`config.mk`:
```
export PLATFORM = sky130hd
export DESIGN_NAME = irc_line_tokenizer
export DESIGN_NICKNAME = d
export VERILOG_FILES = /design/src/rtl/irc_tok_pkg.sv /design/src/rtl/irc_tok_core.sv /design/src/rtl/irc_tok_outq.sv /design/src/rtl/irc_line_tokenizer.sv
export SDC_FILE = /design/constraint.sdc
export NUM_CORES = 1
export LEC_CHECK = 0
export ABC_AREA = 1
export BUFFER_PORTS_ARGS = -buffer_cell sky130_fd_sc_hd__buf_4
export CAP_MARGIN = 40
export CORE_MARGIN = 3
export CORE_UTILIZATION = 35
export DETAILED_ROUTE_END_ITERATION = 16
export GPL_TIMING_DRIVEN = 0
export SLEW_MARGIN = 20
export SYNTH_ARGS = -nofsm -noshare
export SYNTH_HDL_FRONTEND = slang
export SYNTH_SLANG_ARGS = --single-unit
export TNS_END_PERCENT = 100
```
`constraint.sdc`:
```
create_clock -name clk -period 9.3 [get_ports clk]
set_input_delay 0.465 -clock clk [delete_from_list [all_inputs] [get_ports clk]]
set_output_delay 0.465 -clock clk [all_outputs]
set_load 0.005 [all_outputs]
```
`src/rtl/irc_tok_pkg.sv`:
```
// ----------------------------------------------------------------------------
// irc_tok_pkg
// Shared types and constants of the IRC line tokenizer: result record,
// result bundle, character codes, field classes and parser phases.
// ----------------------------------------------------------------------------
package irc_tok_pkg;

  // Default saturation limit of the parameter index
  localparam int MAX_PARAMS_DEF = 15;

  // Most results that one input byte can cause
  localparam int RES_MAX = 3;

  // Character codes
  localparam logic [7:0] CH_COLON = 8'h3A;
  localparam logic [7:0] CH_BANG  = 8'h21;
  localparam logic [7:0] CH_AT    = 8'h40;
  localparam logic [7:0] CH_SPACE = 8'h20;
  localparam logic [7:0] CH_PLUS  = 8'h2B;
  localparam logic [7:0] CH_MINUS = 8'h2D;
  localparam logic [7:0] CH_ZERO  = 8'h30;
  localparam logic [7:0] CH_NINE  = 8'h39;
  localparam logic [7:0] CH_LA    = 8'h61;
  localparam logic [7:0] CH_LZ    = 8'h7A;
  localparam logic [7:0] CH_CASE  = 8'h20;

  // Field classes
  localparam logic [2:0] CLS_NICK  = 3'd0;
  localparam logic [2:0] CLS_USER  = 3'd1;
  localparam logic [2:0] CLS_HOST  = 3'd2;
  localparam logic [2:0] CLS_CMD   = 3'd3;
  localparam logic [2:0] CLS_PARAM = 3'd4;

  // Parser phases
  localparam logic [2:0] PH_START = 3'd0;
  localparam logic [2:0] PH_NICK  = 3'd1;
  localparam logic [2:0] PH_USER  = 3'd2;
  localparam logic [2:0] PH_HOST  = 3'd3;
  localparam logic [2:0] PH_CMD   = 3'd4;
  localparam logic [2:0] PH_PARAM = 3'd5;
  localparam logic [2:0] PH_TRAIL = 3'd6;

  // One result record
  typedef struct packed {
    logic [7:0]         byte_out;
    logic               byte_valid;
    logic [2:0]         field_class;
    logic [3:0]         param_slot;
    logic               token_end;
    logic               code_numeric;
    logic signed [31:0] code_value;
    logic               line_done;
    logic               run_last;
  } res_t;

  typedef res_t [0:RES_MAX-1] res_arr_t;

  // Results of one input byte and how many of them are live
  typedef struct packed {
    res_arr_t   res;
    logic [1:0] cnt;
  } bundle_t;

  // Parser status, for checking
  typedef struct packed {
    logic [2:0] phase;
    logic       token_open;
    logic [1:0] hold_count;
  } tok_stat_t;

  function automatic res_t mk_res(input logic [7:0] b, input logic v,
                                  input logic [2:0] cls, input logic [3:0] slot,
                                  input logic te, input logic num,
                                  input logic signed [31:0] val);
    res_t r;
    r.byte_out     = b;
    r.byte_valid   = v;
    r.field_class  = cls;
    r.param_slot   = slot;
    r.token_end    = te;
    r.code_numeric = num;
    r.code_value   = val;
    r.line_done    = 1'b0;
    r.run_last     = 1'b0;
    return r;
  endfunction

endpackage

```
`src/rtl/irc_tok_core.sv`:
```
// ----------------------------------------------------------------------------
// irc_tok_core
// Per-byte tokenizer: parser state registers and the single-pass logic that
// turns one byte into its bundle of up to three results.
// ----------------------------------------------------------------------------
module irc_tok_core #(
  parameter int MAX_PARAMS = irc_tok_pkg::MAX_PARAMS_DEF
) (
  input  logic                  clk,
  input  logic                  rst_n,
  input  logic                  take,
  input  logic [7:0]            char_byte,
  input  logic                  line_last,
  output irc_tok_pkg::bundle_t  bundle,
  output irc_tok_pkg::tok_stat_t stat
);
  import irc_tok_pkg::*;

  localparam logic [3:0] SLOT_CAP = (MAX_PARAMS < 15) ? 4'(MAX_PARAMS) : 4'd15;

  // Command number flags: sign seen, negative, digit seen
  localparam logic [2:0] FL_SIGN  = 3'b001;
  localparam logic [2:0] FL_NEG   = 3'b010;
  localparam logic [2:0] FL_DIGIT = 3'b100;
  localparam logic [2:0] FL_BAD   = 3'b010;

  localparam logic signed [35:0] LIM_HI = 36'sh07FFFFFFF;
  localparam logic signed [35:0] LIM_LO = 36'shF80000000;

  // Parser state
  logic [2:0]         ph_r, ph_nxt;
  logic               open_r, open_nxt;
  logic [7:0]         hb0_r, hb0_nxt;
  logic [7:0]         hb1_r, hb1_nxt;
  logic [1:0]         hc_r, hc_nxt;
  logic [3:0]         pc_r, pc_nxt;
  logic signed [31:0] acc_r, acc_nxt;
  logic [2:0]         fl_r, fl_nxt;

  logic               is_ws;
  logic [7:0]         upc;
  logic               do_cmd, do_push, do_close;
  logic [2:0]         last_cls;
  logic [3:0]         last_slot;
  logic [1:0]         n;
  res_arr_t           res;

  // Number parse of the upper-cased byte
  logic signed [35:0] acc_ext, m10, dig_ext, sum;
  logic               ovf, is_dig;
  logic [2:0]         pd_fl;
  logic signed [31:0] pd_acc;

  function automatic res_t cmd_end(input logic [2:0] fl, input logic signed [31:0] acc);
    logic ok;
    ok = (fl != FL_BAD) && fl[2];
    return mk_res(8'd0, 1'b0, CLS_CMD, 4'd0, 1'b1, ok, ok ? acc : 32'shFFFFFFFF);
  endfunction

  assign is_ws = (char_byte inside {[8'd9:8'd13], CH_SPACE});
  assign upc   = ((char_byte >= CH_LA) && (char_byte <= CH_LZ)) ?
                 (char_byte - CH_CASE) : char_byte;

  // Signed accumulate: the value is built with its sign, so no negate at the end
  assign acc_ext = 36'(acc_r);
  assign m10     = (acc_ext <<< 3) + (acc_ext <<< 1);
  assign dig_ext = $signed({32'd0, upc[3:0]});
  assign sum     = fl_r[1] ? (m10 - dig_ext) : (m10 + dig_ext);
  assign ovf     = (sum > LIM_HI) || (sum < LIM_LO);
  assign is_dig  = (upc >= CH_ZERO) && (upc <= CH_NINE);

  always_comb begin
    pd_fl  = fl_r;
    pd_acc = acc_r;
    if (fl_r == FL_BAD) begin
      pd_fl = fl_r;
    end else if (((upc == CH_PLUS) || (upc == CH_MINUS)) && (fl_r == 3'b000)) begin
      pd_fl = FL_SIGN | ((upc == CH_MINUS) ? FL_NEG : 3'b000);
    end else if (is_dig) begin
      if (ovf) begin
        pd_fl = FL_BAD;
      end else begin
        pd_acc = sum[31:0];
        pd_fl  = fl_r | FL_DIGIT;
      end
    end else begin
      pd_fl = FL_BAD;
    end
  end

  // Byte handling and result bundle
  always_comb begin
    ph_nxt    = ph_r;
    open_nxt  = open_r;
    hb0_nxt   = hb0_r;
    hb1_nxt   = hb1_r;
    hc_nxt    = hc_r;
    pc_nxt    = pc_r;
    acc_nxt   = acc_r;
    fl_nxt    = fl_r;
    do_cmd    = 1'b0;
    do_push   = 1'b0;
    do_close  = 1'b0;
    last_cls  = CLS_CMD;
    last_slot = 4'd0;
    n         = 2'd0;
    for (int i = 0; i < RES_MAX; i++) begin
      res[i] = '0;
    end

    // Phase dispatch
    case (ph_r)
      PH_START: begin
        if (char_byte == CH_COLON) begin
          ph_nxt = PH_NICK;
        end else begin
          ph_nxt = PH_CMD;
          do_cmd = 1'b1;
        end
      end
      PH_NICK: begin
        if (char_byte == CH_BANG) begin
          res[n] = mk_res(8'd0, 1'b0, CLS_NICK, 4'd0, 1'b1, 1'b0, 32'sd0);
          n = n + 2'd1;
          ph_nxt = PH_USER;
        end else if (is_ws) begin
          res[n] = mk_res(8'd0, 1'b0, CLS_NICK, 4'd0, 1'b1, 1'b0, 32'sd0);
          n = n + 2'd1;
          ph_nxt = PH_CMD;
        end else begin
          res[n] = mk_res(char_byte, 1'b1, CLS_NICK, 4'd0, 1'b0, 1'b0, 32'sd0);
          n = n + 2'd1;
        end
      end
      PH_USER: begin
        if (char_byte == CH_AT) begin
          res[n] = mk_res(8'd0, 1'b0, CLS_USER, 4'd0, 1'b1, 1'b0, 32'sd0);
          ph_nxt = PH_HOST;
        end else begin
          res[n] = mk_res(char_byte, 1'b1, CLS_USER, 4'd0, 1'b0, 1'b0, 32'sd0);
        end
        n = n + 2'd1;
      end
      PH_HOST: begin
        if (char_byte == CH_SPACE) begin
          res[n] = mk_res(8'd0, 1'b0, CLS_HOST, 4'd0, 1'b1, 1'b0, 32'sd0);
          ph_nxt = PH_CMD;
        end else begin
          res[n] = mk_res(char_byte, 1'b1, CLS_HOST, 4'd0, 1'b0, 1'b0, 32'sd0);
        end
        n = n + 2'd1;
      end
      PH_CMD: begin
        do_cmd = 1'b1;
      end
      PH_PARAM: begin
        if (open_r) begin
          if (is_ws) begin
            do_close = 1'b1;
          end else begin
            do_push = 1'b1;
          end
        end else if (char_byte == CH_COLON) begin
          ph_nxt = PH_TRAIL;
        end else if (!is_ws) begin
          do_push = 1'b1;
        end
      end
      default: begin
        ph_nxt  = PH_TRAIL;
        do_push = 1'b1;
      end
    endcase

    // Command byte: upper-case and parse, or close the command on whitespace
    if (do_cmd) begin
      if (is_ws) begin
        res[n] = cmd_end(fl_r, acc_r);
        n = n + 2'd1;
        ph_nxt = PH_PARAM;
      end else begin
        res[n] = mk_res(upc, 1'b1, CLS_CMD, 4'd0, 1'b0, 1'b0, 32'sd0);
        n = n + 2'd1;
        fl_nxt  = pd_fl;
        acc_nxt = pd_acc;
      end
    end

    // Parameter byte: the two newest bytes stay held back
    if (do_push) begin
      if (hc_r == 2'd2) begin
        res[n] = mk_res(hb0_r, 1'b1, CLS_PARAM, pc_r, 1'b0, 1'b0, 32'sd0);
        n = n + 2'd1;
        hb0_nxt = hb1_r;
        hb1_nxt = char_byte;
      end else if (hc_r == 2'd0) begin
        hb0_nxt = char_byte;
        hc_nxt  = 2'd1;
      end else begin
        hb1_nxt = char_byte;
        hc_nxt  = 2'd2;
      end
      open_nxt = 1'b1;
    end

    // Whitespace closes a parameter and releases its held bytes
    if (do_close) begin
      if (hc_r != 2'd0) begin
        res[n] = mk_res(hb0_r, 1'b1, CLS_PARAM, pc_r, 1'b0, 1'b0, 32'sd0);
        n = n + 2'd1;
      end
      if (hc_r == 2'd2) begin
        res[n] = mk_res(hb1_r, 1'b1, CLS_PARAM, pc_r, 1'b0, 1'b0, 32'sd0);
        n = n + 2'd1;
      end
      res[n] = mk_res(8'd0, 1'b0, CLS_PARAM, pc_r, 1'b1, 1'b0, 32'sd0);
      n = n + 2'd1;
      hc_nxt   = 2'd0;
      open_nxt = 1'b0;
      if (pc_r < SLOT_CAP) begin
        pc_nxt = pc_r + 4'd1;
      end
    end

    // Line end: close what is open, drop held bytes, mark the last result
    if (line_last) begin
      if ((ph_nxt == PH_PARAM) || (ph_nxt == PH_TRAIL)) begin
        if (open_nxt) begin
          res[n] = mk_res(8'd0, 1'b0, CLS_PARAM, pc_nxt, 1'b1, 1'b0, 32'sd0);
          n = n + 2'd1;
          if (pc_nxt < SLOT_CAP) begin
            pc_nxt = pc_nxt + 4'd1;
          end
        end
        last_cls  = CLS_PARAM;
        last_slot = pc_nxt;
      end else if ((ph_nxt == PH_NICK) || (ph_nxt == PH_USER) || (ph_nxt == PH_HOST)) begin
        res[n] = mk_res(8'd0, 1'b0, ph_nxt - PH_NICK, 4'd0, 1'b1, 1'b0, 32'sd0);
        n = n + 2'd1;
      end else begin
        res[n] = cmd_end(fl_nxt, acc_nxt);
        n = n + 2'd1;
      end
      if (n == 2'd0) begin
        res[n] = mk_res(8'd0, 1'b0, last_cls, last_slot, 1'b0, 1'b0, 32'sd0);
        n = n + 2'd1;
      end
      res[n - 2'd1].line_done = 1'b1;
      ph_nxt   = PH_START;
      open_nxt = 1'b0;
      hc_nxt   = 2'd0;
      pc_nxt   = 4'd0;
      acc_nxt  = 32'sd0;
      fl_nxt   = 3'b000;
    end

    if (n != 2'd0) begin
      res[n - 2'd1].run_last = 1'b1;
    end
  end

  // Control state
  always_ff @(posedge clk) begin
    if (!rst_n) begin
      ph_r   <= PH_START;
      open_r <= 1'b0;
      hc_r   <= 2'd0;
      pc_r   <= 4'd0;
      acc_r  <= 32'sd0;
      fl_r   <= 3'b000;
    end else if (take) begin
      ph_r   <= ph_nxt;
      open_r <= open_nxt;
      hc_r   <= hc_nxt;
      pc_r   <= pc_nxt;
      acc_r  <= acc_nxt;
      fl_r   <= fl_nxt;
    end
  end

  // Held parameter bytes, read only below the hold count
  always_ff @(posedge clk) begin
    if (take) begin
      hb0_r <= hb0_nxt;
      hb1_r <= hb1_nxt;
    end
  end

  assign bundle.res = res;
  assign bundle.cnt = n;

  assign stat.phase      = ph_r;
  assign stat.token_open = open_r;
  assign stat.hold_count = hc_r;

endmodule

```
`src/rtl/irc_tok_outq.sv`:
```
// ----------------------------------------------------------------------------
// irc_tok_outq
// Result register: holds the bundle of one byte and hands its results out
// one transaction at a time, shifting the next one to the front.
// ----------------------------------------------------------------------------
module irc_tok_outq (
  input  logic                 clk,
  input  logic                 rst_n,
  input  logic                 load,
  input  irc_tok_pkg::bundle_t bundle,
  output logic                 ready,
  output logic                 out_valid,
  input  logic                 out_stall,
  output irc_tok_pkg::res_t    head
);
  import irc_tok_pkg::*;

  res_t       ent_r [0:RES_MAX-1];
  logic [1:0] rem_r;
  logic       pop;

  assign out_valid = (rem_r != 2'd0);
  assign pop       = out_valid && !out_stall;
  // New bundle fits when empty or when the final pending result leaves now
  assign ready     = (rem_r == 2'd0) || ((rem_r == 2'd1) && !out_stall);
  assign head      = ent_r[0];

  // Count of pending results
  always_ff @(posedge clk) begin
    if (!rst_n) begin
      rem_r <= 2'd0;
    end else if (load) begin
      rem_r <= bundle.cnt;
    end else if (pop) begin
      rem_r <= rem_r - 2'd1;
    end
  end

  // Result entries
  always_ff @(posedge clk) begin
    if (load) begin
      for (int i = 0; i < RES_MAX; i++) begin
        ent_r[i] <= bundle.res[i];
      end
    end else if (pop) begin
      for (int i = 0; i < RES_MAX - 1; i++) begin
        ent_r[i] <= ent_r[i + 1];
      end
    end
  end

endmodule

```
`src/rtl/irc_line_tokenizer.sv`:
```
// ----------------------------------------------------------------------------
// irc_line_tokenizer
// Byte-serial tokenizer for IRC server lines: prefix, command and parameters.
// ----------------------------------------------------------------------------
// Usage:
//   Input channel (in_valid / in_stall): one byte of a server line per
//   transaction, in_line_last set on the final byte of the line.
//   Result channel (out_valid / out_stall): zero to three results per byte,
//   each a labeled byte, a field end or a line-end marker; out_run_last
//   flags the last result of a byte, out_line_done the last of a line.
//   Timing: results of a byte are registered and appear in the cycle
//   after its transaction. Throughput: one byte per cycle while each byte
//   gives at most one result and the receiver does not stall; a byte with
//   more results holds the result register until all of them have left.
//   The two newest parameter bytes are held back until the next byte.
//   Reset: parser returns to line start, the result register empties.
//   Receiver stall: pending results hold; in_stall rises once the last
//   pending result of the current byte cannot leave in this cycle.
// ----------------------------------------------------------------------------
module irc_line_tokenizer #(
  parameter int MAX_PARAMS = irc_tok_pkg::MAX_PARAMS_DEF
) (
  input  logic               clk,
  input  logic               rst_n,
  input  logic               in_valid,
  output logic               in_stall,
  input  logic [7:0]         in_char_byte,
  input  logic               in_line_last,
  output logic               out_valid,
  input  logic               out_stall,
  output logic [7:0]         out_byte_out,
  output logic               out_byte_valid,
  output logic [2:0]         out_field_class,
  output logic [3:0]         out_param_slot,
  output logic               out_token_end,
  output logic               out_code_numeric,
  output logic signed [31:0] out_code_value,
  output logic               out_line_done,
  output logic               out_run_last
);
  import irc_tok_pkg::*;

  logic      q_ready;
  logic      take;
  bundle_t   bundle;
  tok_stat_t stat;
  res_t      head;

  assign in_stall = !q_ready;
  assign take     = in_valid && q_ready;

  // Parser and per-byte result logic
  irc_tok_core #(
    .MAX_PARAMS(MAX_PARAMS)
  ) u_core (
    .clk       (clk),
    .rst_n     (rst_n),
    .take      (take),
    .char_byte (in_char_byte),
    .line_last (in_line_last),
    .bundle    (bundle),
    .stat      (stat)
  );

  // Result register and drain
  irc_tok_outq u_outq (
    .clk       (clk),
    .rst_n     (rst_n),
    .load      (take),
    .bundle    (bundle),
    .ready     (q_ready),
    .out_valid (out_valid),
    .out_stall (out_stall),
    .head      (head)
  );

  assign out_byte_out     = head.byte_out;
  assign out_byte_valid   = head.byte_valid;
  assign out_field_class  = head.field_class;
  assign out_param_slot   = head.param_slot;
  assign out_token_end    = head.token_end;
  assign out_code_numeric = head.code_numeric;
  assign out_code_value   = head.code_value;
  assign out_line_done    = head.line_done;
  assign out_run_last     = head.run_last;

  // The line end is always the last result of its byte
  a_done_is_last: assert property (@(posedge clk) disable iff (!rst_n)
    (out_valid && out_line_done) |-> out_run_last)
    else $error("line_done without run_last");

  // A field end never carries a byte
  a_end_no_byte: assert property (@(posedge clk) disable iff (!rst_n)
    (out_valid && out_token_end) |-> !out_byte_valid)
    else $error("token_end with byte_valid");

  // After the final byte of a line the parser is back at line start
  a_line_reset: assert property (@(posedge clk) disable iff (!rst_n)
    (take && in_line_last) |=>
      ((stat.phase == PH_START) && !stat.token_open && (stat.hold_count == 2'd0)))
    else $error("parser state not cleared after line end");

  // Never more than two bytes held back
  a_hold_bound: assert property (@(posedge clk) disable iff (!rst_n)
    stat.hold_count != 2'd3)
    else $error("hold count out of range");

  // Accepting the final byte of a line always yields a result next cycle
  a_result_follows: assert property (@(posedge clk) disable iff (!rst_n)
    (take && in_line_last) |=> out_valid)
    else $error("line end produced no result");

endmodule

```
Word-level counts from Yosys, hierarchy flattened
Memory sizes are Yosys's and may differ from the RTL's.
Cells that the tools add are included.
{"block": "classes", "div": 0, "mux": 136, "n_reduce_logical": 43, "shifts": 0, "magnitude_cmp": 28, "n_bitwise": 11, "n_eq_ne": 23, "mul": 0, "add_sub_neg": 17}
{"cell": "2-to-1 mux 156 bit", "n": 17}
{"cell": "bitwise mux 156 bit", "n": 12}
{"cell": "demux 52 bit (select 2 bit)", "n": 9}
{"cell": "2-to-1 mux 52 bit", "n": 13}
{"cell": "2-to-1 mux 32 bit", "n": 9}
{"cell": "one-hot mux 52 bit (3 select lines)", "n": 1}
{"cell": "2-to-1 mux 3 bit", "n": 19}
{"cell": "2-to-1 mux 2 bit", "n": 23}
{"cell": "== test 8 x 6 -> 1 bit (second input constant)", "n": 5}
{"cell": "2-to-1 mux 8 bit", "n": 5}
{"cell": "adder 35 x 33 -> 36 bit", "n": 1}
{"cell": "adder 36 x 5 -> 36 bit", "n": 1}
{"cell": "> comparator 36 x 32 -> 1 bit (second input constant)", "n": 1}
{"cell": "< comparator 36 x 32 -> 1 bit (second input constant)", "n": 1}
{"cell": "2-to-1 mux 36 bit", "n": 1}
{"cell": "subtractor 36 x 5 -> 36 bit", "n": 1}
{"cell": "2-to-1 mux 4 bit", "n": 7}
{"cell": ">= comparator 3 bit (second input constant)", "n": 9}
{"cell": "< comparator 3 x 1 -> 1 bit (second input constant)", "n": 9}
{"cell": "inverter 2 -> 3 bit", "n": 8}
{"cell": "logical AND 1 bit", "n": 18}
{"cell": "one-hot mux 3 bit (6 select lines)", "n": 1}
{"cell": "2-to-1 mux 1 bit", "n": 17}
{"cell": "== test 3 x 2 -> 1 bit (second input constant)", "n": 5}
{"cell": "32 further kinds", "n": 65}
{"block": "totals", "mem_count": 1, "word_cells": 268, "input_bits": 13, "out_inout_bits": 54, "ramBits": 156, "mem_bits_ro": 0, "register_bits": 63, "latchBits": 0}
{"name": "u_outq.ent_r", "depth": 3, "word_bits": 52, "read_ports": 3, "rd_ports_with_merged_regs": 0, "write_ports": 3, "line": "irc_tok_outq.sv:18", "text": "res_t ent_r [0:RES_MAX-1];"}

Longest topological paths before layout
Gate-level depths: netlist of the first run.
{"block": "depth", "word_depth": 34, "ltp_mapped": 39, "mapped_depth_nobuf": 38}

Hierarchy
A second synthesis of the first run with hierarchy kept.
{"block": "unflattened", "cells_unflattened": 2907, "hier_area_um2": 18879.4}
{"module": "irc_tok_core", "seq_area_each_um2": 1381.3, "cells_each": 2323, "n_inst": 1, "area_each_um2": 12155.4}
{"module": "irc_tok_outq", "seq_area_each_um2": 4724.5, "cells_each": 581, "n_inst": 1, "area_each_um2": 6712.7}
{"module": "irc_line_tokenizer", "seq_area_each_um2": 0.0, "cells_each": 3, "n_inst": 1, "area_each_um2": 11.3}

Worst setup path before layout of the first run
No wires, ideal clock.
{"block": "synth_timing", "path_kind": "register -> register", "from": "reg u_outq.rem_r[0]", "to": "reg u_outq.rem_r[1]", "n_path_buf": 0, "required_ns": 9.181, "setup_slack_ns": 0.541, "setup_time_ns": 0.119, "synth_period_minus_slack_ns": 8.759, "path_stages_with_launch": 6, "arrival_ns": 8.640, "cell_sequence": "dfxtp_1 inv_1 ha_1 o21ai_0 o22ai_1 o21a_1"}
{"block": "synth_via", "elab_chain_len": 5, "elab_cells_between_ends": 11, "classes_between": "add/sub (1); eq/ne (1); mux (2); reduce/logical (7)"}
{"item": "from (decl)", "line": "irc_tok_outq.sv:19", "text": "logic [1:0] rem_r;"}
{"item": "from (signal assigned)", "line": "irc_tok_outq.sv:33", "text": "rem_r <= bundle.cnt;"}
{"item": "from (signal assigned)", "line": "irc_tok_outq.sv:35", "text": "rem_r <= rem_r - 2'd1;"}
{"item": "parallel branches: the longest is 5 deep, another holds subtractor 2 x 1 -> 2 bit"}
Several ways; the timed one is not identified. The select of a mux whose other input is x is not followed.
A chain may end at the register's enable or synchronous reset.

==> results.sh, run 1 <==
export IMPL_cts_hold_buffers_added=0
export IMPL_final_max_slew_viol_count=0
export IMPL_max_clock_path_buffers=3
export IMPL_worst_ir_drop_vdd_mv=0.111
export IMPL_filler_cell_count=5437
export IMPL_gp_congestion=0.933
export IMPL_highest_layer="met4"
export IMPL_synth_cells=2762
export IMPL_placedInstanceArea_um2=19900
export IMPL_multi_input_comb_area_um2=10000
export IMPL_die_height_um=235
export IMPL_compound_gate_portion_of_the_synthesized_area_pct=15.0
export IMPL_max_clock_freq_mhz=120
export IMPL_place_port_buffers=65
export IMPL_regArea_um2=6110
export IMPL_grt_total_usage_pct=22.8
export IMPL_grt_setup_unrepaired="no"
export IMPL_finalClockSkew_ns=0.0158
export IMPL_clock_tree_from_tritoncts="yes"
export IMPL_fp_row_count=83
export IMPL_tightest_slew_ns=0.862
export IMPL_fin_ws_ns=0.985
export IMPL_clock_sinks=219
export IMPL_synth_top_area_cell="sky130_fd_sc_hd__edfxtp_1"
export IMPL_met1_length_mm=29.9
export IMPL_setup_violations=0
export IMPL_result_of_the_run="complete, no violations"
export IMPL_synth_flop_cell="sky130_fd_sc_hd__edfxtp_1"
export IMPL_worst_slew_margin_rel_pct=42.6
export IMPL_cts_repair_resized=0
export IMPL_criticalPathCategory="reg2reg"
export IMPL_core_region_area_um2=51600
export IMPL_synth_adder_area_share_pct=4.83
export IMPL_antenna_violations_before_repair=0
export IMPL_grt_max_degree=40
export IMPL_yosys_cell_types_count=63
export IMPL_cts_htree_levels=1
export IMPL_pre_cts_ws_ns=0.796
export IMPL_ys_async_sr_fraction_pct=0
export IMPL_n_antenna_cell=0
export IMPL_dieWidth_um=235
export IMPL_power_leakage_nw=9.56
export IMPL_area_growth_pct=12.9
export IMPL_post_route_drc_count=0
export IMPL_synth_warn=0
export IMPL_period_needed_ns=8.32
export IMPL_tns_ns=0
export IMPL_synth_top_area_share_pct=28.2
export IMPL_via_count=18700
export IMPL_dr_first_iter_drc_count=1882
export IMPL_dp_final_hpwl_mm=52.2
export IMPL_final_total_pwr_mw=2.95
export IMPL_post_route_period_util_pct=89.4
export IMPL_yosys_area_share_xor_xnor_pct=1.66
export IMPL_detailroute_wirelength_met3_mm=4.98
export IMPL_max_cap_viol_count=0
export IMPL_yosys_register_bits=219
export IMPL_critical_path_endpoint_type="flop"
export IMPL_ioPinCount=67
export IMPL_grt_pass1_vias=17500
export IMPL_postSynthAreaPerCell_um2=6.64
export IMPL_postCtsSetupRepairBufs=0
export IMPL_die_footprint_um2=55200
export IMPL_overflow=0
export IMPL_hold_viol=0
export IMPL_clock_tree_root_cell="sky130_fd_sc_hd__clkbuf_16"
export IMPL_ys_seq_area_share_pct=33.3
export IMPL_cts_clk_slew_worst_paths_ns=0.07
export IMPL_crit_top_cell="sky130_fd_sc_hd__inv_1"
export IMPL_initial_utilization_pct=35.5
export IMPL_post_route_cells_drive_above_1_share_pct=10.1
export IMPL_met2RoutedLength_mm=29.0
export IMPL_synth_nets=2844
export IMPL_yosys_area_share_simple_pct=33.1
export IMPL_crit_slowest_cell="sky130_fd_sc_hd__o21ai_0"
export IMPL_cts_inserted_buffers=25
export IMPL_worst_endpoint_required_ns=9.69
export IMPL_synth_enable_flop_cells=172
export IMPL_grt_pass1_wl_mm=101
export IMPL_final_nets=2945
export IMPL_critPathLaunchType="flop"
export IMPL_drt_first_pass_iters=6
export IMPL_route_detailed_vias_per_inst=5.24
export IMPL_wirelength_mm=65.3
export IMPL_clkLatencyLatePin_ns=0.55
export IMPL_fin_area_um2=20700
export IMPL_netlist_top_cells_area="sky130_fd_sc_hd__edfxtp_1 (28%), sky130_fd_sc_hd__nand2_1 (18%), sky130_fd_sc_hd__inv_1 (7.5%), sky130_fd_sc_hd__a21oi_1 (6.0%), sky130_fd_sc_hd__nor2_1 (5.2%)"
export IMPL_synth_top_family_by_area="simple AND/OR/NAND/NOR gates"
export IMPL_power_density_nw_per_um2=142
export IMPL_worst_path_largest_cell_delay_ns=0.58
export IMPL_synthMuxAreaShare_pct=0
export IMPL_critical_path_max_fanout=10
export IMPL_post_detailed_route_count_of_antenna_violating_nets=0
export IMPL_worst_hold_path_type="in2reg"
export IMPL_synth_cell_area_um2=18300
export IMPL_routed_wire_length_per_instance_um=18.3
export IMPL_crit_arrival_ns=8.70
==> sequential cells by signal (all words and copies together) (netlist names) <==
signal         flops
u_core.open_r      1
u_core.acc_r      32
u_outq.rem_r       2
u_core.ph_r        3
u_core.hb0_r       8
u_core.fl_r        3
u_outq.ent_r     156
u_core.pc_r        4
u_core.hb1_r       8
u_core.hc_r        2
==> critical path, delay by kind of cell (launching register included) <==
family / cells / cell delay, ns
AO/OA/AOI/OAI: 6 / 2.25
adder cells (fa/ha/maj): 5 / 1.38
buffers and inverters: 14 / 2.08
flip-flops: 1 / 0.41
AND/OR/NAND/NOR: 8 / 2.01
==> metrics by stage <==
step                hold WS (ns)  utilization (%)  std cells
floorplan                  0.453                -       2762
global placement           0.466             38.1       3507
detailed placement         0.478             38.5       3516
CTS                        0.125             40.1       3561
global route               0.137             40.1       3561
finish                     0.141             40.1       3561
==> final cells by class <==
cell class | instances | area share, %
repair buffers | 74 | 3.30
well taps | 680 | 4.11
inverters | 391 | 7.10
flip-flops and latches | 219 | 29.5
clock inverters | 12 | 0.568
clock buffers | 33 | 3.36
multi-input cells | 2011 | 48.4
plain buffers | 141 | 3.68
==> layout by cell type (no fill, tap or decap), types with 6 or more instances in the layout <==
| master | Yosys | routed |
|---|---|---|
| sky130_fd_sc_hd__a21oi_1 | 221 | 221 |
| sky130_fd_sc_hd__a21oi_2 | 10 | 10 |
| sky130_fd_sc_hd__a221oi_1 | 11 | 11 |
| sky130_fd_sc_hd__a22oi_1 | 10 | 10 |
| sky130_fd_sc_hd__a31oi_1 | 17 | 17 |
| sky130_fd_sc_hd__buf_16 | 0 | 6 |
| sky130_fd_sc_hd__buf_4 | 50 | 116 |
| sky130_fd_sc_hd__clkbuf_1 | 77 | 81 |
| sky130_fd_sc_hd__clkbuf_16 | 0 | 25 |
| sky130_fd_sc_hd__clkinv_1 | 7 | 7 |
| sky130_fd_sc_hd__clkinv_2 | 0 | 7 |
| sky130_fd_sc_hd__dfxtp_1 | 47 | 47 |
| sky130_fd_sc_hd__edfxtp_1 | 172 | 172 |
| sky130_fd_sc_hd__ha_1 | 66 | 66 |
| sky130_fd_sc_hd__inv_1 | 365 | 364 |
| sky130_fd_sc_hd__inv_2 | 19 | 19 |
| sky130_fd_sc_hd__nand2_1 | 869 | 869 |
| sky130_fd_sc_hd__nand2_2 | 28 | 28 |
| sky130_fd_sc_hd__nand3_1 | 147 | 147 |
| sky130_fd_sc_hd__nand3_2 | 18 | 18 |
| sky130_fd_sc_hd__nand4_1 | 40 | 40 |
| sky130_fd_sc_hd__nor2_1 | 253 | 253 |
| sky130_fd_sc_hd__nor2_2 | 14 | 14 |
| sky130_fd_sc_hd__nor3_1 | 25 | 24 |
| sky130_fd_sc_hd__o2111ai_1 | 7 | 7 |
| sky130_fd_sc_hd__o211ai_1 | 8 | 8 |
| sky130_fd_sc_hd__o21ai_0 | 143 | 142 |
| sky130_fd_sc_hd__o21ai_1 | 7 | 7 |
| sky130_fd_sc_hd__o22ai_1 | 6 | 6 |
| sky130_fd_sc_hd__o31ai_1 | 8 | 8 |
| sky130_fd_sc_hd__o32ai_1 | 10 | 10 |
| sky130_fd_sc_hd__xor2_1 | 30 | 30 |
==> synthesized netlist by cell type (all sizes together) (3+ instances only) <==
cell type,instances
ha,66
a22oi,10
nand3,165
o221ai,4
xnor2,3
o21bai,3
nor3,29
o21a,3
clkbuf,77
fa,3
inv,384
nand4,42
a221oi,11
a31oi,17
o2111ai,7
edfxtp,172
a211oi,5
and2,4
clkinv,7
buf,64
o21ai,151
dfxtp,47
o32ai,10
o22ai,6
a21oi,232
or2,3
o211ai,8
nand2,901
xor2,31
nand3b,9
o31ai,8
nor2,268
==> cell families (layout without fill, tap and decap cells) <==
family | Yosys count | count (layout)
adder cells (fa/ha/maj) | 69 | 69
AND/OR/NAND/NOR | 1424 | 1424
XOR/XNOR | 34 | 34
AO/OA/AOI/OAI | 484 | 484
flip-flops | 219 | 219
buffers and inverters | 532 | 651
==> final timing paths <==
kind	start	to	slack (ns)	depth (start not counted)
max	u_core.ph_r[0]$_SDFFE_PN0P_	u_outq.ent_r[1][10]$_SDFFCE_PN0P_	0.98	33
min	rst_n	u_outq.rem_r[1]$_SDFFE_PN0P_	0.14	2
max reg2reg	u_core.ph_r[0]$_SDFFE_PN0P_	u_outq.ent_r[1][10]$_SDFFCE_PN0P_	0.98	33
min reg2reg	u_core.hc_r[1]$_SDFFE_PN0P_	u_core.hc_r[1]$_SDFFE_PN0P_	0.49	2
==> power breakdown <==
part           internal [mW]  switching (mW)  leakage, nW
sequential              1.24          0.0394         2.08
combinational          0.260           0.410         7.08
clock                  0.581           0.420        0.406
total                   2.08           0.870         9.56
==> routing by layer <==
| metal | global-route usage [%] | up-vias |
|---|---|---|
| li1 | - | 9171 |
| met1 | 32.6 | 8667 |
| met2 | 36.6 | 724 |
| met3 | 2.70 | 90 |
| met4 | 5.49 | 0 |
| met5 | 0 | - |
No activity file was read; power rests on OpenSTA's default activity.
==> inputs of run 2 (changes only) <==
Settings changed: RECOVER_POWER set to 25.
==> results.sh, run 2 (synthesized netlist as in run 1, its figures left out) <==
export IMPL_post_detailed_route_count_of_antenna_violating_nets=0
export IMPL_clock_sinks=219
export IMPL_setup_crit_start="u_core.ph_r[0]$_SDFFE_PN0P_"
export IMPL_grt_pass1_vias=17500
export IMPL_fin_area_um2=20700
export IMPL_hold_viol=0
export IMPL_max_clock_path_buffers=3
export IMPL_hold_slack_ns=0.141
export IMPL_clock_tree_root_cell="sky130_fd_sc_hd__clkbuf_16"
export IMPL_netSwitchingFraction_pct=29.6
export IMPL_fin_ws_ns=0.958
export IMPL_most_common_cell_after_layout_fill_and_taps_aside="sky130_fd_sc_hd__nand2_1"
export IMPL_die_footprint_um2=55200
export IMPL_crit_top_cell="sky130_fd_sc_hd__inv_1"
export IMPL_hold_depth=2
export IMPL_power_frac_clock_pct=34.1
export IMPL_max_clock_freq_mhz=120
export IMPL_critical_path_endpoint_type="flop"
export IMPL_critPathLaunchType="flop"
export IMPL_cts_clk_slew_worst_paths_ns=0.07
export IMPL_worst_ir_drop_vdd_mv=0.111
export IMPL_crit_reg2reg_capture="u_outq.ent_r[1][10]$_SDFFCE_PN0P_"
export IMPL_via_count=18700
export IMPL_reg_largest_list="u_outq.ent_r x156, u_core.acc_r x32"
export IMPL_place_port_buffers=65
export IMPL_final_core_util_pct=40.0
export IMPL_post_route_cells_drive_above_1_share_pct=9.79
export IMPL_reg2reg_from="u_core.ph_r[0]$_SDFFE_PN0P_"
export IMPL_core_region_area_um2=51600
export IMPL_setup_violations=0
export IMPL_worst_endpoint_required_ns=9.69
export IMPL_ioPinCount=67
export IMPL_comb_pwr_share_pct=22.5
export IMPL_timing_reg2reg_setup_slack_ns=0.96
export IMPL_finalClockSkew_ns=0.0169
export IMPL_timing_hold_worst_start="rst_n"
export IMPL_crit_arrival_ns=8.73
export IMPL_wirelength_mm=65.3
export IMPL_antenna_violations_before_repair=0
export IMPL_tightest_slew_ns=2.67
export IMPL_internal_power_mw=2.07
export IMPL_worst_path_largest_cell_delay_ns=0.55
export IMPL_routed_wire_length_per_instance_um=18.3
export IMPL_cts_hold_buffers_added=0
export IMPL_grt_total_usage_pct=22.8
export IMPL_worst_hold_path_type="in2reg"
export IMPL_multi_input_comb_area_um2=10000
export IMPL_post_route_drc_count=0
export IMPL_registers_top_by_ff_count="u_outq.ent_r"
export IMPL_clock_tree_from_tritoncts="yes"
export IMPL_criticalPathCategory="reg2reg"
export IMPL_regArea_um2=6110
export IMPL_area_growth_pct=12.6
export IMPL_final_max_slew_viol_count=40
export IMPL_rr_worst_depth=33
export IMPL_grt_pass1_wl_mm=101
export IMPL_result_of_the_run="finished with violations"
export IMPL_dieWidth_um=235
export IMPL_power_leakage_nw=9.51
export IMPL_drt_first_pass_iters=6
export IMPL_period_needed_ns=8.34
export IMPL_pwr_share_seq_pct=43.4
export IMPL_cts_repair_resized=0
export IMPL_largest_register_ffs=156
export IMPL_dp_final_hpwl_mm=52.2
export IMPL_overflow=0
export IMPL_dr_first_iter_drc_count=1851
export IMPL_final_total_pwr_mw=2.94
export IMPL_cts_htree_levels=1
export IMPL_crit_slowest_cell="sky130_fd_sc_hd__o21ai_0"
export IMPL_power_density_nw_per_um2=142
export IMPL_filler_cell_count=5445
export IMPL_postCtsSetupRepairBufs=0
export IMPL_final_nets=2945
export IMPL_cts_inserted_buffers=25
export IMPL_initial_utilization_pct=35.5
export IMPL_critical_path_max_fanout=10
export IMPL_route_detailed_vias_per_inst=5.26
export IMPL_max_cap_viol_count=1
export IMPL_gp_congestion=0.933
export IMPL_clkLatencyLatePin_ns=0.55
export IMPL_violated_checks="max-capacitance violations, max-slew violations"
export IMPL_post_route_period_util_pct=89.7
export IMPL_netSwitchingPower_uw=869
export IMPL_worst_slew_margin_rel_pct=-78.0
export IMPL_grt_setup_unrepaired="no"
export IMPL_holdPathEnd="u_outq.rem_r[1]$_SDFFE_PN0P_"
export IMPL_grt_max_degree=40
export IMPL_layout_common_cells="sky130_fd_sc_hd__nand2_1 (869), sky130_fd_sc_hd__inv_1 (364), sky130_fd_sc_hd__nor2_1 (253), sky130_fd_sc_hd__a21oi_1 (221), sky130_fd_sc_hd__edfxtp_1 (172)"
export IMPL_fp_row_count=83
export IMPL_die_height_um=235
export IMPL_placedInstanceArea_um2=19900
export IMPL_pre_cts_ws_ns=0.796
export IMPL_n_antenna_cell=0
==> run 2: cell types whose count changed in the layout (fill, tap and decap cells not counted), sizes merged <==
cell      delta
inv          -1
clkinvlp     +1
clkbuf      +60
buf         -60
==> run 2: critical path: cells and delay by family (launching register included) <==
kind / cells / cell delay [ns]
AO/OA/AOI/OAI: 6 / 2.24
adder cells (fa/ha/maj): 5 / 1.39
buffers and inverters: 14 / 2.07
flip-flops: 1 / 0.41
AND/OR/NAND/NOR: 8 / 2.04
==> run 2: per-layer routing <==
layer | wire length [um] | part of all wire, % | track usage (%) | up-vias
li1 | - | - | - | 9175
met3 | 5070 | 7.8 | 2.70 | 87
met5 | 0 | 0 | 0 | -
met2 | 29000 | 44 | 36.6 | 756
met1 | 29900 | 46 | 32.6 | 8701
met4 | 1360 | 2.1 | 5.49 | 0
==> run 2: area by class of cell <==
class | instances | share of cell area [%]
Buffer | 141 | 3.69
Clock buffer | 33 | 3.37
Clock inverter | 12 | 0.569
Inverter | 391 | 7.11
Multi-Input combinational cell | 2011 | 48.5
Sequential cell | 219 | 29.6
Tap cell | 680 | 4.12
Timing Repair Buffer | 74 | 3.07
==> run 2: power groups by stage <==
stage               clock, mW  combinational (mW)  sequential [mW]
floorplan                   0               0.376             1.32
global placement            0               0.620             1.35
detailed placement          0               0.671             1.30
CTS                      1.01               0.672             1.28
global route             1.05               0.718             1.29
finish                   1.00               0.660             1.28
==> run 2: worst max-delay path by stage <==
stage / cells past startpoint / slack [ns] / to
after floorplan: 5 / 0.54 / u_outq.rem_r[1]$_SDFFE_PN0P_
after global placement: 5 / -3.34 / u_outq.rem_r[1]$_SDFFE_PN0P_
after detailed placement: 34 / 0.80 / u_outq.ent_r[1][10]$_SDFFCE_PN0P_
after CTS: 34 / 1.05 / u_outq.ent_r[1][10]$_SDFFCE_PN0P_
after global routing: 37 / 0.31 / u_outq.ent_r[1][10]$_SDFFCE_PN0P_
final: 33 / 0.96 / u_outq.ent_r[1][10]$_SDFFCE_PN0P_
==> run 2: through the flow <==
step / TNS [ns] / cells
after floorplan: 0 / 2762
after global placement: -345.94 / 3507
after detailed placement: 0 / 3516
after CTS: 0 / 3561
after global routing: 0 / 3561
final: 0 / 3561
